## src/rtl/zvti_pkg.sv

```systemverilog
// ----------------------------------------------------------------------------
// zvti_pkg
// Shared widths, register indexes and types of the zero-velocity
// trapezoid integrator.
// ----------------------------------------------------------------------------
package zvti_pkg;

  localparam int SAMPLE_WIDTH   = 16;  // Q15.0 acceleration sample
  localparam int VELOCITY_WIDTH = 48;  // velocity, 16 fraction bits
  localparam int REG_WIDTH      = 16;  // threshold, still limit, time step
  localparam int RUN_WIDTH      = 16;  // zero-run counter

  localparam int CFG_DATA_WIDTH  = (VELOCITY_WIDTH > REG_WIDTH) ? VELOCITY_WIDTH : REG_WIDTH;
  localparam int CFG_INDEX_WIDTH = 2;

  // magnitude of a sample needs one bit more than the sample
  localparam int MAG_WIDTH  = (SAMPLE_WIDTH + 1 > REG_WIDTH) ? SAMPLE_WIDTH + 1 : REG_WIDTH;
  // prev + cur, then times the unsigned time step (one extra sign bit)
  localparam int SUM_WIDTH  = SAMPLE_WIDTH + 1;
  localparam int PROD_WIDTH = SUM_WIDTH + REG_WIDTH + 1;
  localparam int INC_WIDTH  = PROD_WIDTH - 1;
  localparam int ACC_WIDTH  = ((VELOCITY_WIDTH > INC_WIDTH) ? VELOCITY_WIDTH : INC_WIDTH) + 1;

  typedef enum logic [CFG_INDEX_WIDTH-1:0] {
    REG_NOISE_THRESHOLD   = 2'd0,
    REG_STILL_COUNT_LIMIT = 2'd1,
    REG_TIME_STEP         = 2'd2,
    REG_START_VELOCITY    = 2'd3
  } cfg_reg_e;

  typedef struct packed {
    logic        [REG_WIDTH-1:0]      noise_threshold;
    logic        [REG_WIDTH-1:0]      still_count_limit;
    logic        [REG_WIDTH-1:0]      time_step;
    logic signed [VELOCITY_WIDTH-1:0] start_velocity;
  } cfg_t;

  // registered input item, noise already cleaned
  typedef struct packed {
    logic                           valid;
    logic signed [SAMPLE_WIDTH-1:0] sample;
    logic                           is_zero;
    logic                           first;
  } item_t;

endpackage

```

## src/rtl/zvti_in_if.sv

```systemverilog
// ----------------------------------------------------------------------------
// zvti_in_if
// Sample channel: valid/ready handshake with one acceleration sample.
// ----------------------------------------------------------------------------
interface zvti_in_if;
  logic                                    valid;
  logic                                    ready;
  logic signed [zvti_pkg::SAMPLE_WIDTH-1:0] accel_sample;
  logic                                    first_sample;

  modport source (output valid, output accel_sample, output first_sample, input ready);
  modport sink   (input valid, input accel_sample, input first_sample, output ready);
endinterface

```

## src/rtl/zvti_out_if.sv

```systemverilog
// ----------------------------------------------------------------------------
// zvti_out_if
// Result channel: valid/ready handshake with velocity and status flags.
// ----------------------------------------------------------------------------
interface zvti_out_if;
  logic                                      valid;
  logic                                      ready;
  logic signed [zvti_pkg::VELOCITY_WIDTH-1:0] velocity;
  logic                                      standing_still;
  logic                                      saturated;

  modport source (output valid, output velocity, output standing_still, output saturated,
                  input ready);
  modport sink   (input valid, input velocity, input standing_still, input saturated,
                  output ready);
endinterface

```

## src/rtl/zvti_cfg.sv

```systemverilog
// ----------------------------------------------------------------------------
// zvti_cfg
// Configuration register file, write only.
// ----------------------------------------------------------------------------
module zvti_cfg (
  input  logic                                 clk_i,
  input  logic                                 rst_ni,
  input  logic                                 cfg_we_i,
  input  logic [zvti_pkg::CFG_INDEX_WIDTH-1:0] cfg_index_i,
  input  logic [zvti_pkg::CFG_DATA_WIDTH-1:0]  cfg_data_i,
  output zvti_pkg::cfg_t                       cfg_o
);

  zvti_pkg::cfg_t   cfg_q;
  zvti_pkg::cfg_t   cfg_d;
  zvti_pkg::cfg_reg_e reg_sel;

  assign reg_sel = zvti_pkg::cfg_reg_e'(cfg_index_i);

  always_comb begin
    cfg_d = cfg_q;
    if (cfg_we_i) begin
      unique case (reg_sel)
        zvti_pkg::REG_NOISE_THRESHOLD: begin
          cfg_d.noise_threshold = cfg_data_i[zvti_pkg::REG_WIDTH-1:0];
        end
        zvti_pkg::REG_STILL_COUNT_LIMIT: begin
          cfg_d.still_count_limit = cfg_data_i[zvti_pkg::REG_WIDTH-1:0];
        end
        zvti_pkg::REG_TIME_STEP: begin
          cfg_d.time_step = cfg_data_i[zvti_pkg::REG_WIDTH-1:0];
        end
        zvti_pkg::REG_START_VELOCITY: begin
          cfg_d.start_velocity = $signed(cfg_data_i[zvti_pkg::VELOCITY_WIDTH-1:0]);
        end
      endcase
    end
  end

  always_ff @(posedge clk_i or negedge rst_ni) begin
    if (!rst_ni) begin
      cfg_q.noise_threshold   <= '0;
      cfg_q.still_count_limit <= '1;
      cfg_q.time_step         <= '1;
      cfg_q.start_velocity    <= '0;
    end else begin
      cfg_q <= cfg_d;
    end
  end

  assign cfg_o = cfg_q;

endmodule

```

## src/rtl/zvti_in_stage.sv

```systemverilog
// ----------------------------------------------------------------------------
// zvti_in_stage
// Input register; cleans samples below the noise threshold to zero.
// ----------------------------------------------------------------------------
module zvti_in_stage (
  input  logic                           clk_i,
  input  logic                           rst_ni,
  zvti_in_if.sink                        in_i,
  input  logic [zvti_pkg::REG_WIDTH-1:0] noise_threshold_i,
  input  logic                           take_i,
  output zvti_pkg::item_t                item_o
);

  logic                                     valid_q;
  logic signed [zvti_pkg::SAMPLE_WIDTH-1:0] sample_q;
  logic                                     is_zero_q;
  logic                                     first_q;

  logic signed [zvti_pkg::MAG_WIDTH-1:0]    sample_ext;
  logic        [zvti_pkg::MAG_WIDTH-1:0]    mag;
  logic                                     below;
  logic                                     accept;

  assign in_i.ready = !valid_q || take_i;
  assign accept     = in_i.valid && in_i.ready;

  // magnitude with one spare bit so the most negative sample stays exact
  assign sample_ext = zvti_pkg::MAG_WIDTH'(in_i.accel_sample);
  assign mag        = sample_ext[zvti_pkg::MAG_WIDTH-1] ? zvti_pkg::MAG_WIDTH'(-sample_ext)
                                                          : zvti_pkg::MAG_WIDTH'(sample_ext);
  assign below      = mag < zvti_pkg::MAG_WIDTH'(noise_threshold_i);

  always_ff @(posedge clk_i or negedge rst_ni) begin
    if (!rst_ni) begin
      valid_q <= 1'b0;
    end else if (in_i.ready) begin
      valid_q <= in_i.valid;
    end
  end

  always_ff @(posedge clk_i) begin
    if (accept) begin
      sample_q  <= below ? '0 : in_i.accel_sample;
      is_zero_q <= below || (in_i.accel_sample == '0);
      first_q   <= in_i.first_sample;
    end
  end

  assign item_o.valid   = valid_q;
  assign item_o.sample  = sample_q;
  assign item_o.is_zero = is_zero_q;
  assign item_o.first   = first_q;

endmodule

```

## src/rtl/zvti_update.sv

```systemverilog
// ----------------------------------------------------------------------------
// zvti_update
// Trapezoid step, still detection, saturation and the result register.
// ----------------------------------------------------------------------------
module zvti_update (
  input  logic            clk_i,
  input  logic            rst_ni,
  input  zvti_pkg::item_t item_i,
  input  zvti_pkg::cfg_t  cfg_i,
  output logic            take_o,
  zvti_out_if.source      out_o
);

  localparam int VW = zvti_pkg::VELOCITY_WIDTH;
  localparam int AW = zvti_pkg::ACC_WIDTH;

  // record state
  logic signed [zvti_pkg::SAMPLE_WIDTH-1:0] prev_q;
  logic signed [VW-1:0]                     vel_q, vel_d;
  logic        [zvti_pkg::RUN_WIDTH-1:0]    run_q, run_d;

  // result register
  logic                                     out_valid_q;
  logic signed [VW-1:0]                     out_vel_q;
  logic                                     out_still_q;
  logic                                     out_sat_q;

  logic signed [zvti_pkg::SUM_WIDTH-1:0]    pair_sum;
  logic signed [zvti_pkg::REG_WIDTH:0]      step_s;
  logic signed [zvti_pkg::PROD_WIDTH-1:0]   prod;
  logic signed [zvti_pkg::INC_WIDTH-1:0]    inc;
  logic signed [AW-1:0]                     acc;
  logic        [AW-VW:0]                    acc_top;
  logic                                     ovf;
  logic                                     still;
  logic                                     sat;

  assign take_o = item_i.valid && (!out_valid_q || out_o.ready);

  assign pair_sum = zvti_pkg::SUM_WIDTH'(prev_q) + zvti_pkg::SUM_WIDTH'(item_i.sample);
  assign step_s   = $signed({1'b0, cfg_i.time_step});
  assign prod     = zvti_pkg::PROD_WIDTH'(pair_sum) * zvti_pkg::PROD_WIDTH'(step_s);
  // dropping the low bit of a two's complement value halves toward minus infinity
  assign inc      = prod[zvti_pkg::PROD_WIDTH-1:1];
  assign acc      = AW'(vel_q) + AW'(inc);
  assign acc_top  = acc[AW-1:VW-1];
  assign ovf      = !((&acc_top) || !(|acc_top));

  always_comb begin
    run_d = '0;
    if (!item_i.first && item_i.is_zero) begin
      run_d = (&run_q) ? run_q : run_q + 1'b1;
    end
  end

  assign still = !item_i.first && (run_d > cfg_i.still_count_limit);

  always_comb begin
    sat = 1'b0;
    priority if (item_i.first) begin
      vel_d = cfg_i.start_velocity;
    end else if (still) begin
      vel_d = '0;
    end else if (ovf) begin
      sat   = 1'b1;
      vel_d = acc[AW-1] ? {1'b1, {(VW-1){1'b0}}} : {1'b0, {(VW-1){1'b1}}};
    end else begin
      vel_d = acc[VW-1:0];
    end
  end

  always_ff @(posedge clk_i or negedge rst_ni) begin
    if (!rst_ni) begin
      prev_q      <= '0;
      vel_q       <= '0;
      run_q       <= '0;
      out_valid_q <= 1'b0;
    end else begin
      if (take_o) begin
        prev_q      <= item_i.sample;
        vel_q       <= vel_d;
        run_q       <= run_d;
        out_valid_q <= 1'b1;
      end else if (out_o.ready) begin
        out_valid_q <= 1'b0;
      end
    end
  end

  always_ff @(posedge clk_i) begin
    if (take_o) begin
      out_vel_q   <= vel_d;
      out_still_q <= still;
      out_sat_q   <= sat;
    end
  end

  assign out_o.valid          = out_valid_q;
  assign out_o.velocity       = out_vel_q;
  assign out_o.standing_still = out_still_q;
  assign out_o.saturated      = out_sat_q;

endmodule

```

## src/rtl/zero_velocity_trapezoid_integrator_core.sv

```systemverilog
// ----------------------------------------------------------------------------
// zero_velocity_trapezoid_integrator_core
// Integrates acceleration samples into a saturated velocity with a
// zero-velocity update after a run of still samples.
// ----------------------------------------------------------------------------
// One transfer in gives one transfer out. A sample is held in the input
// register until the update stage takes it; that take loads its result into
// the output register, from which the output transfer is made. A new sample
// is taken every cycle while the output side keeps up: the velocity feedback
// (one 17x17 multiply, one wide add and the clip) runs combinationally from
// the velocity register back into it, with no other register in the loop.
// Samples whose magnitude is below noise_threshold count as zero; a
// first_sample transfer loads the start velocity register and restarts the
// record. Registers are written through cfg_we_i / cfg_index_i / cfg_data_i
// and should only change while no transfer is in flight. There is no
// clearing pass after reset.
// ----------------------------------------------------------------------------
module zero_velocity_trapezoid_integrator_core (
  input  logic                                 clk_i,
  input  logic                                 rst_ni,
  zvti_in_if.sink                              in_i,
  zvti_out_if.source                           out_o,
  input  logic                                 cfg_we_i,
  input  logic [zvti_pkg::CFG_INDEX_WIDTH-1:0] cfg_index_i,
  input  logic [zvti_pkg::CFG_DATA_WIDTH-1:0]  cfg_data_i
);

  zvti_pkg::cfg_t  cfg;
  zvti_pkg::item_t item;
  logic            take;

  // register file: threshold, still limit, time step, start velocity
  zvti_cfg u_cfg (
    .clk_i       (clk_i),
    .rst_ni      (rst_ni),
    .cfg_we_i    (cfg_we_i),
    .cfg_index_i (cfg_index_i),
    .cfg_data_i  (cfg_data_i),
    .cfg_o       (cfg)
  );

  // input register with noise cleaning; ready follows the update stage
  zvti_in_stage u_in_stage (
    .clk_i             (clk_i),
    .rst_ni            (rst_ni),
    .in_i              (in_i),
    .noise_threshold_i (cfg.noise_threshold),
    .take_i            (take),
    .item_o            (item)
  );

  // trapezoid step, still forcing, clipping and the output register
  zvti_update u_update (
    .clk_i  (clk_i),
    .rst_ni (rst_ni),
    .item_i (item),
    .cfg_i  (cfg),
    .take_o (take),
    .out_o  (out_o)
  );

endmodule
```

## src/flat_wrapper.sv

```systemverilog
// flat-port wrapper written by rule: the top's interface ports become plain ports
module zero_velocity_trapezoid_integrator_core_flat 
  (clk_i, rst_ni, cfg_we_i, cfg_index_i, cfg_data_i, in_i_valid, in_i_accel_sample, in_i_first_sample, in_i_ready, out_o_valid, out_o_velocity, out_o_standing_still, out_o_saturated, out_o_ready);
  zvti_in_if in_i_i ();
  zvti_out_if out_o_i ();
  input  logic clk_i;
  input  logic rst_ni;
  input  logic cfg_we_i;
  input  logic [zvti_pkg::CFG_INDEX_WIDTH-1:0] cfg_index_i;
  input  logic [zvti_pkg::CFG_DATA_WIDTH-1:0] cfg_data_i;
  input wire logic [$bits(in_i_i.valid)-1:0] in_i_valid;
  input wire logic [$bits(in_i_i.accel_sample)-1:0] in_i_accel_sample;
  input wire logic [$bits(in_i_i.first_sample)-1:0] in_i_first_sample;
  output wire logic [$bits(in_i_i.ready)-1:0] in_i_ready;
  output wire logic [$bits(out_o_i.valid)-1:0] out_o_valid;
  output wire logic [$bits(out_o_i.velocity)-1:0] out_o_velocity;
  output wire logic [$bits(out_o_i.standing_still)-1:0] out_o_standing_still;
  output wire logic [$bits(out_o_i.saturated)-1:0] out_o_saturated;
  input wire logic [$bits(out_o_i.ready)-1:0] out_o_ready;
  assign in_i_i.valid = in_i_valid;
  assign in_i_i.accel_sample = in_i_accel_sample;
  assign in_i_i.first_sample = in_i_first_sample;
  assign in_i_ready = in_i_i.ready;
  assign out_o_valid = out_o_i.valid;
  assign out_o_velocity = out_o_i.velocity;
  assign out_o_standing_still = out_o_i.standing_still;
  assign out_o_saturated = out_o_i.saturated;
  assign out_o_i.ready = out_o_ready;
  zero_velocity_trapezoid_integrator_core u_core (.clk_i(clk_i), .rst_ni(rst_ni), .in_i(in_i_i), .out_o(out_o_i), .cfg_we_i(cfg_we_i), .cfg_index_i(cfg_index_i), .cfg_data_i(cfg_data_i));
endmodule
```

## config.mk

```make
export PLATFORM = sky130hd
export DESIGN_NAME = zero_velocity_trapezoid_integrator_core_flat
export DESIGN_NICKNAME = d
export VERILOG_FILES = /design/src/rtl/zvti_pkg.sv /design/src/rtl/zvti_in_if.sv /design/src/rtl/zvti_out_if.sv /design/src/rtl/zvti_cfg.sv /design/src/rtl/zvti_in_stage.sv /design/src/rtl/zvti_update.sv /design/src/rtl/zero_velocity_trapezoid_integrator_core.sv /design/src/flat_wrapper.sv
export SDC_FILE = /design/constraint.sdc
export NUM_CORES = 1
export LEC_CHECK = 0
export BUFFER_PORTS_ARGS = -buffer_cell sky130_fd_sc_hd__buf_2
export CAP_MARGIN = 20
export CORE_MARGIN = 5
export CORE_UTILIZATION = 61
export CTS_CLUSTER_SIZE = 14
export DETAILED_ROUTE_END_ITERATION = 16
export PLACE_DENSITY_LB_ADDON = 0.2
export REMOVE_ABC_BUFFERS = 1
export SYNTH_ARGS = -nofsm -noshare
export SYNTH_HDL_FRONTEND = slang
export SYNTH_SLANG_ARGS = --single-unit
```

## constraint.sdc

```tcl
create_clock -name clk_i -period 14.4 [get_ports clk_i]
set_input_delay 0.72 -clock clk_i [delete_from_list [all_inputs] [get_ports clk_i]]
set_output_delay 0.72 -clock clk_i [all_outputs]
set_load 0.05 [all_outputs]
```

==> results.py, run 1 <==
metrics = {
    "clock_network": {
        "h-tree-depth": 1,
        "ctsResizeCount": 0,
        "cts_setup_buffers": 0,
        "ctsLongestPathBuffers": 3,
        "clock-sinks": 246,
        "path_clk_slew_ps": 60,
        "cts_tree": "yes",
        "cts_hold_buffers": 0,
        "cts_buffers": 27,
        "clk_latency_ps": 560,
        "cts_root_buf": "clkbuf_16",
    },
    "layout": {
        "fill_cells": 3535,
        "final_nets": 3527,
        "regArea_um2": 6536,
        "n_antenna_cell": 0,
        "multiInputGateArea_um2": 17850,
        "drive_gt1_frac": 0.1160,
        "stdcell_area_um2": 28440,
        "syn_to_final_growth_pct": 7.607,
    },
    "synthesis": {
        "ys_ff_latch": 246,
        "syn_inst": 2961,
        "syn_avg_cell_area_um2": 8.927,
        "synth_edf_count": 68,
        "ys.warnings.count": 0,
        "synth_ff_type": "dfrtp_1",
        "ys_seq_area_frac": 0.2473,
        "netlist_area_um2": 26430,
        "async_reset_ff_frac": 0.7236,
        "yosysUniqueCellTypes": 84,
    },
    "placed_design": {
        "pre_cts_slack_ps": 2024,
        "dpl-instance-area_um2": 27490,
        "dp_hpwl_um": 53870,
        "io_buffers": 123,
        "gp_congestion": 0.9539,
    },
    "setup_path": {
        "reg2reg_from": "u_core.u_in_stage.sample_q[0]$_SDFFCE_PN0P_",
        "crit_fanout": 26,
        "slowest_stage": "a21o_1",
        "path_buf_inv": 5,
        "critPathTopFamily": "compound AO/OA/AOI/OAI gates",
        "r2r_slack_ps": 1710,
        "cp-start-kind": "flop",
        "r2r-end": "u_core.u_update.out_o.velocity[39]$_DFFE_PP_",
        "end_kind": "flop",
        "reg2reg_depth": 41,
        "cp_common_cell": "fa_1",
        "cp.arrival_ps": 13080,
        "cp.required_ps": 14790,
        "slowest_delay_ps": 790,
        "path_class": "reg -> reg",
    },
    "min_path": {
        "hold_class": "in -> async",
    },
    "routing": {
        "antenna_left": 0,
        "drt_iter0_markers": 1631,
        "wl_per_cell_um": 19.79,
        "drtPass1Iterations": 7,
        "via_count": 21390,
        "viasPerCell": 5.940,
        "wl_um": 71250,
        "drc": 0,
    },
    "floorplanning": {
        "dieArea_um2": 47600,
        "io_pins": 124,
        "core.rowCount": 76,
        "core-area_um2": 42980,
        "initial_utilization": 0.6150,
        "dieWidth_um": 218.2,
        "dieHeight_um": 218.2,
    },
    "timing": {
        "setup_viol": 0,
        "fin_skew_ps": 15.56,
        "relSlewSlack": 0.2686,
        "fin_crit_ps": 12690,
        "report.final.hold_viol_count": 0,
        "tns_ps": 0,
        "fin_crit_sh": 0.8813,
        "whs_ps": 255.2,
        "rsz0062_at_grt": "no",
        "fmax_mhz": 78.79,
        "slew_violations": 0,
        "worst_pin_slew_ps": 1092,
        "fin_ws_ps": 1709,
    },
    "global_route": {
        "grt-ovfl-total": 0,
        "grt_pass1_wl_um": 115400,
        "grt_pass1_vias": 21940,
        "antenna_found_initial": 1,
        "grt_usage": 0.3026,
        "grt_max_degree": 108,
    },
    "outcome": {
        "status": "completed",
    },
    "job": {
        "cap_violations": 0,
    },
}
[kinds of logic (layout without fill, tap and decap cells)]
logic type,count (synthesis),after routing,share of synthesized area
AOI/OAI and AO/OA,570,570,0.1349
adders and majority gates,466,466,0.2981
DFF,246,246,0.2473
and+or+nand+nor,922,922,0.1648
buffers and inverters,559,614,0.08109
xor gates and xnor gates,109,109,0.03612
muxes,89,89,0.03768
[synthesized netlist by cell type, drive strengths merged (17+ instances only)]
| master | count | area share |
|---|---|---|
| a211oi | 24 | 0.0068 |
| a21o | 51 | 0.014 |
| a21oi | 159 | 0.030 |
| a31oi | 21 | 0.0050 |
| and2 | 118 | 0.028 |
| and3 | 21 | 0.0050 |
| buf | 39 | 0.0072 |
| clkbuf | 108 | 0.015 |
| dfrtp | 146 | 0.14 |
| dfstp | 32 | 0.032 |
| edfxtp | 68 | 0.077 |
| fa | 275 | 0.21 |
| ha | 185 | 0.088 |
| inv | 412 | 0.059 |
| mux2 | 84 | 0.036 |
| nand2 | 409 | 0.058 |
| nand2b | 37 | 0.0088 |
| nand3 | 85 | 0.016 |
| nand4 | 17 | 0.0040 |
| nor2 | 117 | 0.017 |
| nor2b | 32 | 0.0076 |
| nor3 | 38 | 0.0072 |
| o21a | 30 | 0.0085 |
| o21ai | 165 | 0.032 |
| xnor2 | 81 | 0.027 |
| xor2 | 28 | 0.0093 |
[layer usage]
| metal | wire (um) | global-route usage | share of wire |
|---|---|---|---|
| met1 | 30040 | 0.4153 | 0.42 |
| met2 | 32530 | 0.4842 | 0.46 |
| met3 | 5966 | 0.06455 | 0.084 |
| met4 | 2695 | 0.1013 | 0.038 |
| met5 | 13 | 0 | 0.00018 |
[worst reg2reg max path, delay by kind of cell (launching register included)]
kind                     cells  cell delay, ps
buffers and inverters        5             820
AO/OA/AOI/OAI               20            5240
XOR/XNOR                     3            1050
adder cells (fa/ha/maj)      9            4090
AND/OR/NAND/NOR              4            1020
flip-flops                   1             350
[cell usage in the layout (no fill, tap or decap), types with 21 or more instances in the layout]
cell and instances:
a31oi_1 21, a21o_1 51, nor2b_1 32, dfstp_2 32, nand2b_1 37, a211oi_1 24
xor2_1 26, and2_1 117, buf_4 26, nor3_1 38, xnor2_1 75, ha_1 185
and3_1 21, nand3_1 82, inv_1 411, fa_1 275, nand2_1 407, o21ai_0 134
mux2_2 84, o21ai_1 28, buf_2 122, edfxtp_1 68, o21a_1 30, clkbuf_16 28
dfrtp_1 146, nor2_1 116, a21oi_1 159
[flip-flops by register name, indices dropped and copies added (netlist names)]
signal / count
u_core.u_update.out_o.valid: 1
u_core.u_update.out_o.velocity: 48
u_core.u_in_stage.sample_q: 16
u_core.u_cfg.cfg_o: 96
u_core.u_in_stage.first_q: 1
u_core.u_in_stage.valid_q: 1
u_core.u_update.out_o.standing_still: 1
u_core.u_update.vel_q: 48
u_core.u_update.prev_q: 16
u_core.u_update.out_o.saturated: 1
u_core.u_in_stage.is_zero_q: 1
u_core.u_update.run_q: 16
[how the worst max path moves through the flow]
| stage | depth (start not counted) | start | endpoint | slack [ps] |
|---|---|---|---|---|
| after detailed placement | 41 | u_core.u_in_stage.sample_q[0]$_SDFFCE_PN0P_ | u_core.u_update.out_o.velocity[39]$_DFFE_PP_ | 2020 |
| after floorplan | 40 | u_core.u_in_stage.sample_q[1]$_SDFFCE_PN0P_ | u_core.u_update.out_o.velocity[42]$_DFFE_PP_ | 1760 |
| after global routing | 40 | u_core.u_in_stage.sample_q[0]$_SDFFCE_PN0P_ | u_core.u_update.out_o.velocity[46]$_DFFE_PP_ | 1110 |
| after global placement | 41 | u_core.u_update.prev_q[0]$_DFFE_PN0P_ | u_core.u_update.out_o.velocity[44]$_DFFE_PP_ | 2480 |
| after CTS | 41 | u_core.u_update.prev_q[0]$_DFFE_PN0P_ | u_core.u_update.out_o.velocity[39]$_DFFE_PP_ | 1990 |
| final | 41 | u_core.u_in_stage.sample_q[0]$_SDFFCE_PN0P_ | u_core.u_update.out_o.velocity[39]$_DFFE_PP_ | 1710 |
[final cells by class]
cell class                 instances  area share
multi-input combinational       2156      0.6275
sequential                       246      0.2298
inverter                         412     0.05446
timing repair buffer             152     0.03128
clock buffer                      36     0.02745
tap                              585     0.02573
clock inverter                    14    0.003783
[per-stage QoR]
stage               utilization  std cells
floorplan                     -       2814
global placement         0.6395       3548
CTS                      0.6601       3598
finish                   0.6618       3601
detailed placement       0.6395       3548
global route             0.6618       3601
Power of run 1 is not shown: default switching activity piles up to over one toggle a cycle in this logic, so the estimate is an artifact.
==> run 2, diff against run 1 <==
--- a/config.mk
+++ b/config.mk
@@ -15,4 +15,5 @@
 export REMOVE_ABC_BUFFERS = 1
 export SYNTH_ARGS = -nofsm -noshare
 export SYNTH_HDL_FRONTEND = slang
+export SYNTH_HIERARCHICAL = 1
 export SYNTH_SLANG_ARGS = --single-unit
==> run 2 against run 1 <==
Synthesized area shrank 3.8%. Routed wire length shrank 8.8%. Die area shrank 3.6%. Count of clock-buffer cells in the layout shrank 4. Via count shrank 9.1%. Clock skew grew 7.2 ps. Worst hold slack lost 110 ps. Synthesized cell count shrank 9.2%. Critical path depth grew 6. Cell area shrank 3.7%. Sequential share of layout area grew 0.88 points. Fmax shrank 4.7%.
==> results.py, run 2 <==
metrics = {
    "outcome": {
        "status": "completed",
    },
    "synthesis": {
        "syn_avg_cell_area_um2": 9.459,
        "syn_inst": 2689,
        "netlist_area_um2": 25430,
        "synth_common_cells": "inv_1 (415), nand2_1 (363), fa_1 (275), ha_1 (185), dfrtp_1 (146)",
        "synthTopCellsByArea": "fa_1 (22%), dfrtp_1 (14%), ha_1 (9.1%), edfxtp_1 (8.0%), inv_1 (6.1%)",
        "yosysUniqueCellTypes": 81,
        "async_reset_ff_frac": 0.7236,
        "ys.warnings.count": 6,
        "yosysTopAreaCellShare": 0.2165,
        "ys_ff_latch": 246,
        "synth_most_common_cell": "inv_1",
        "yosysTopAreaCell": "fa_1",
        "ys_seq_area_frac": 0.2570,
        "synth_edf_count": 68,
        "synth_ff_type": "dfrtp_1",
    },
    "timing": {
        "rsz0062_at_grt": "no",
        "fin_crit_ps": 13320,
        "fin_crit_sh": 0.9249,
        "tns_ps": 0,
        "fin_skew_ps": 22.73,
        "slew_violations": 0,
        "relSlewSlack": 0.2025,
        "setup_viol": 0,
        "fmax_mhz": 75.08,
        "report.final.hold_viol_count": 0,
        "worst_pin_slew_ps": 1195,
    },
    "placed_design": {
        "placed_cells": 3261,
        "io_buffers": 123,
        "dp_hpwl_um": 49800,
        "gp_congestion": 0.9371,
    },
    "clock_network": {
        "clk_latency_ps": 560,
        "cts_hold_buffers": 0,
        "clock-sinks": 246,
        "cts_root_buf": "clkbuf_16",
        "ctsResizeCount": 0,
        "cts_setup_buffers": 0,
        "cts_buffers": 27,
        "ctsLongestPathBuffers": 3,
        "path_clk_slew_ps": 70,
        "h-tree-depth": 1,
        "cts_tree": "yes",
    },
    "setup_path": {
        "crit_fanout": 27,
        "reg2reg_depth": 47,
        "cp-start-kind": "flop",
        "slowest_delay_ps": 800,
        "cp.arrival_ps": 13790,
        "cp-startpoint": "u_core/u_in_stage/sample_q[0]$_SDFFCE_PN0P_",
        "slowest_stage": "xor2_1",
        "path_class": "reg -> reg",
        "end_kind": "flop",
        "cp.required_ps": 14870,
        "reg2reg_from": "u_core/u_in_stage/sample_q[0]$_SDFFCE_PN0P_",
    },
    "layout": {
        "mostFrequentLayoutCells": "inv_1 (415), nand2_1 (362), fa_1 (275)",
        "drive_gt1_frac": 0.1396,
        "largest_register_ffs": 96,
        "syn_to_final_growth_pct": 7.704,
        "final_cells": 3312,
        "final_common_cell": "inv_1",
        "final_nets": 3291,
    },
    "global_route": {
        "busiest_layer": "met2",
        "antenna_found_initial": 1,
        "grt_pass1_wl_um": 106000,
        "gr-usage-met3": 0.03741,
        "grt_usage": 0.2828,
        "grt_max_degree": 73,
        "grt_pass1_vias": 20340,
        "grt_use_met2": 0.4805,
        "grt-ovfl-total": 0,
        "met1_usage": 0.3890,
    },
    "floorplanning": {
        "initial_utilization": 0.6201,
        "dieWidth_um": 214.2,
        "dieHeight_um": 214.2,
        "core-area_um2": 41020,
        "core.rowCount": 74,
        "io_pins": 124,
        "dieArea_um2": 45880,
    },
    "routing": {
        "wl_per_cell_um": 19.62,
        "antenna_left": 0,
        "via_count": 19440,
        "drt_iter0_markers": 1469,
        "wl_um": 64990,
        "viasPerCell": 5.870,
        "drc": 0,
        "drtPass1Iterations": 6,
    },
    "min_path": {
        "hold_class": "in -> async",
    },
    "job": {
        "cap_violations": 0,
    },
}
run 2: cell types whose count changed in the layout (fill, tap and decap cells not counted), sizes merged, moves of 12 or more:
cell | previous run | this run
a211oi | 24 | 9
a21oi | 159 | 109
nand3 | 85 | 42
o21ai | 165 | 122
nand2b | 37 | 25
nor3 | 38 | 21
nor2b | 32 | 20
mux2 | 84 | 108
nand2 | 409 | 363
run 2: area by class of cell:
class | count | area (um2)
diodes | 1 | 2.502
clock buffers | 32 | 724.4
clock inverters | 17 | 178.9
fillers | 3308 | 13620
inverters | 416 | 1564
multi-input cells | 1921 | 16910
flip-flops and latches | 246 | 6536
well taps | 532 | 665.6
repair buffers | 147 | 809.5
run 2: metrics by stage:
stage / worst slack, ps / cell area, um2 / util / hold slack [ps]
after floorplan: 2014 / 24950 / - / 424.4
after global placement: 1581 / 26470 / 0.6454 / 460.2
after detailed placement: 1246 / 26470 / 0.6454 / 470.4
after CTS: 1180 / 27380 / 0.6674 / 161.7
after global routing: 186.4 / 27390 / 0.6678 / 189.7
final: 1082 / 27390 / 0.6679 / 144.5
run 2: kinds of logic (layout without fill, tap and decap cells):
| logic type | Yosys count | after routing | share of synthesized area |
|---|---|---|---|
| AND/OR/NAND/NOR | 773 | 773 | 0.1442 |
| buffers and inverters | 522 | 612 | 0.08063 |
| adder cells (fa/ha/maj) | 477 | 477 | 0.3141 |
| AO/OA/AOI/OAI | 440 | 440 | 0.1136 |
| flip-flops | 246 | 246 | 0.2570 |
| XOR/XNOR | 118 | 118 | 0.04063 |
| multiplexers | 113 | 113 | 0.04978 |
| other | 0 | 1 | 0 |
run 2: critical path, delay by kind of cell (launching register included):
kind	cells	cell delay [ps]
AO/OA/AOI/OAI	22	5170
AND/OR/NAND/NOR	5	910
adder cells (fa/ha/maj)	10	4000
flip-flops	1	390
buffers and inverters	7	1080
XOR/XNOR	3	1680
run 2: path summary, 6_finish.rpt:
| path | endpoint | slack, ps |
|---|---|---|
| max in group asynchronous | u_core/u_update/prev_q[8]$_DFFE_PN0P_ | 13000 |
| min reg2reg | u_core/u_update/prev_q[7]$_DFFE_PN0P_ | 480 |
| max | u_core/u_update/vel_q[30]$_DFFE_PN0P_ | 1080 |
| max reg2reg | u_core/u_update/vel_q[30]$_DFFE_PN0P_ | 1080 |
| min in group clk_i | u_core/u_in_stage/first_q$_DFFE_PP_ | 350 |
| min | u_core/u_cfg/cfg_o[40]$_DFFE_PN0P_ | 140 |
run 2: per-layer routing:
layer / vias up / wire (um)
li1: 8899 / -
met5: - / 0
met2: 604 / 31550
met4: 0 / 1720
met1: 9810 / 27920
met3: 128 / 3807
Power of run 2 is left out for the same reason.
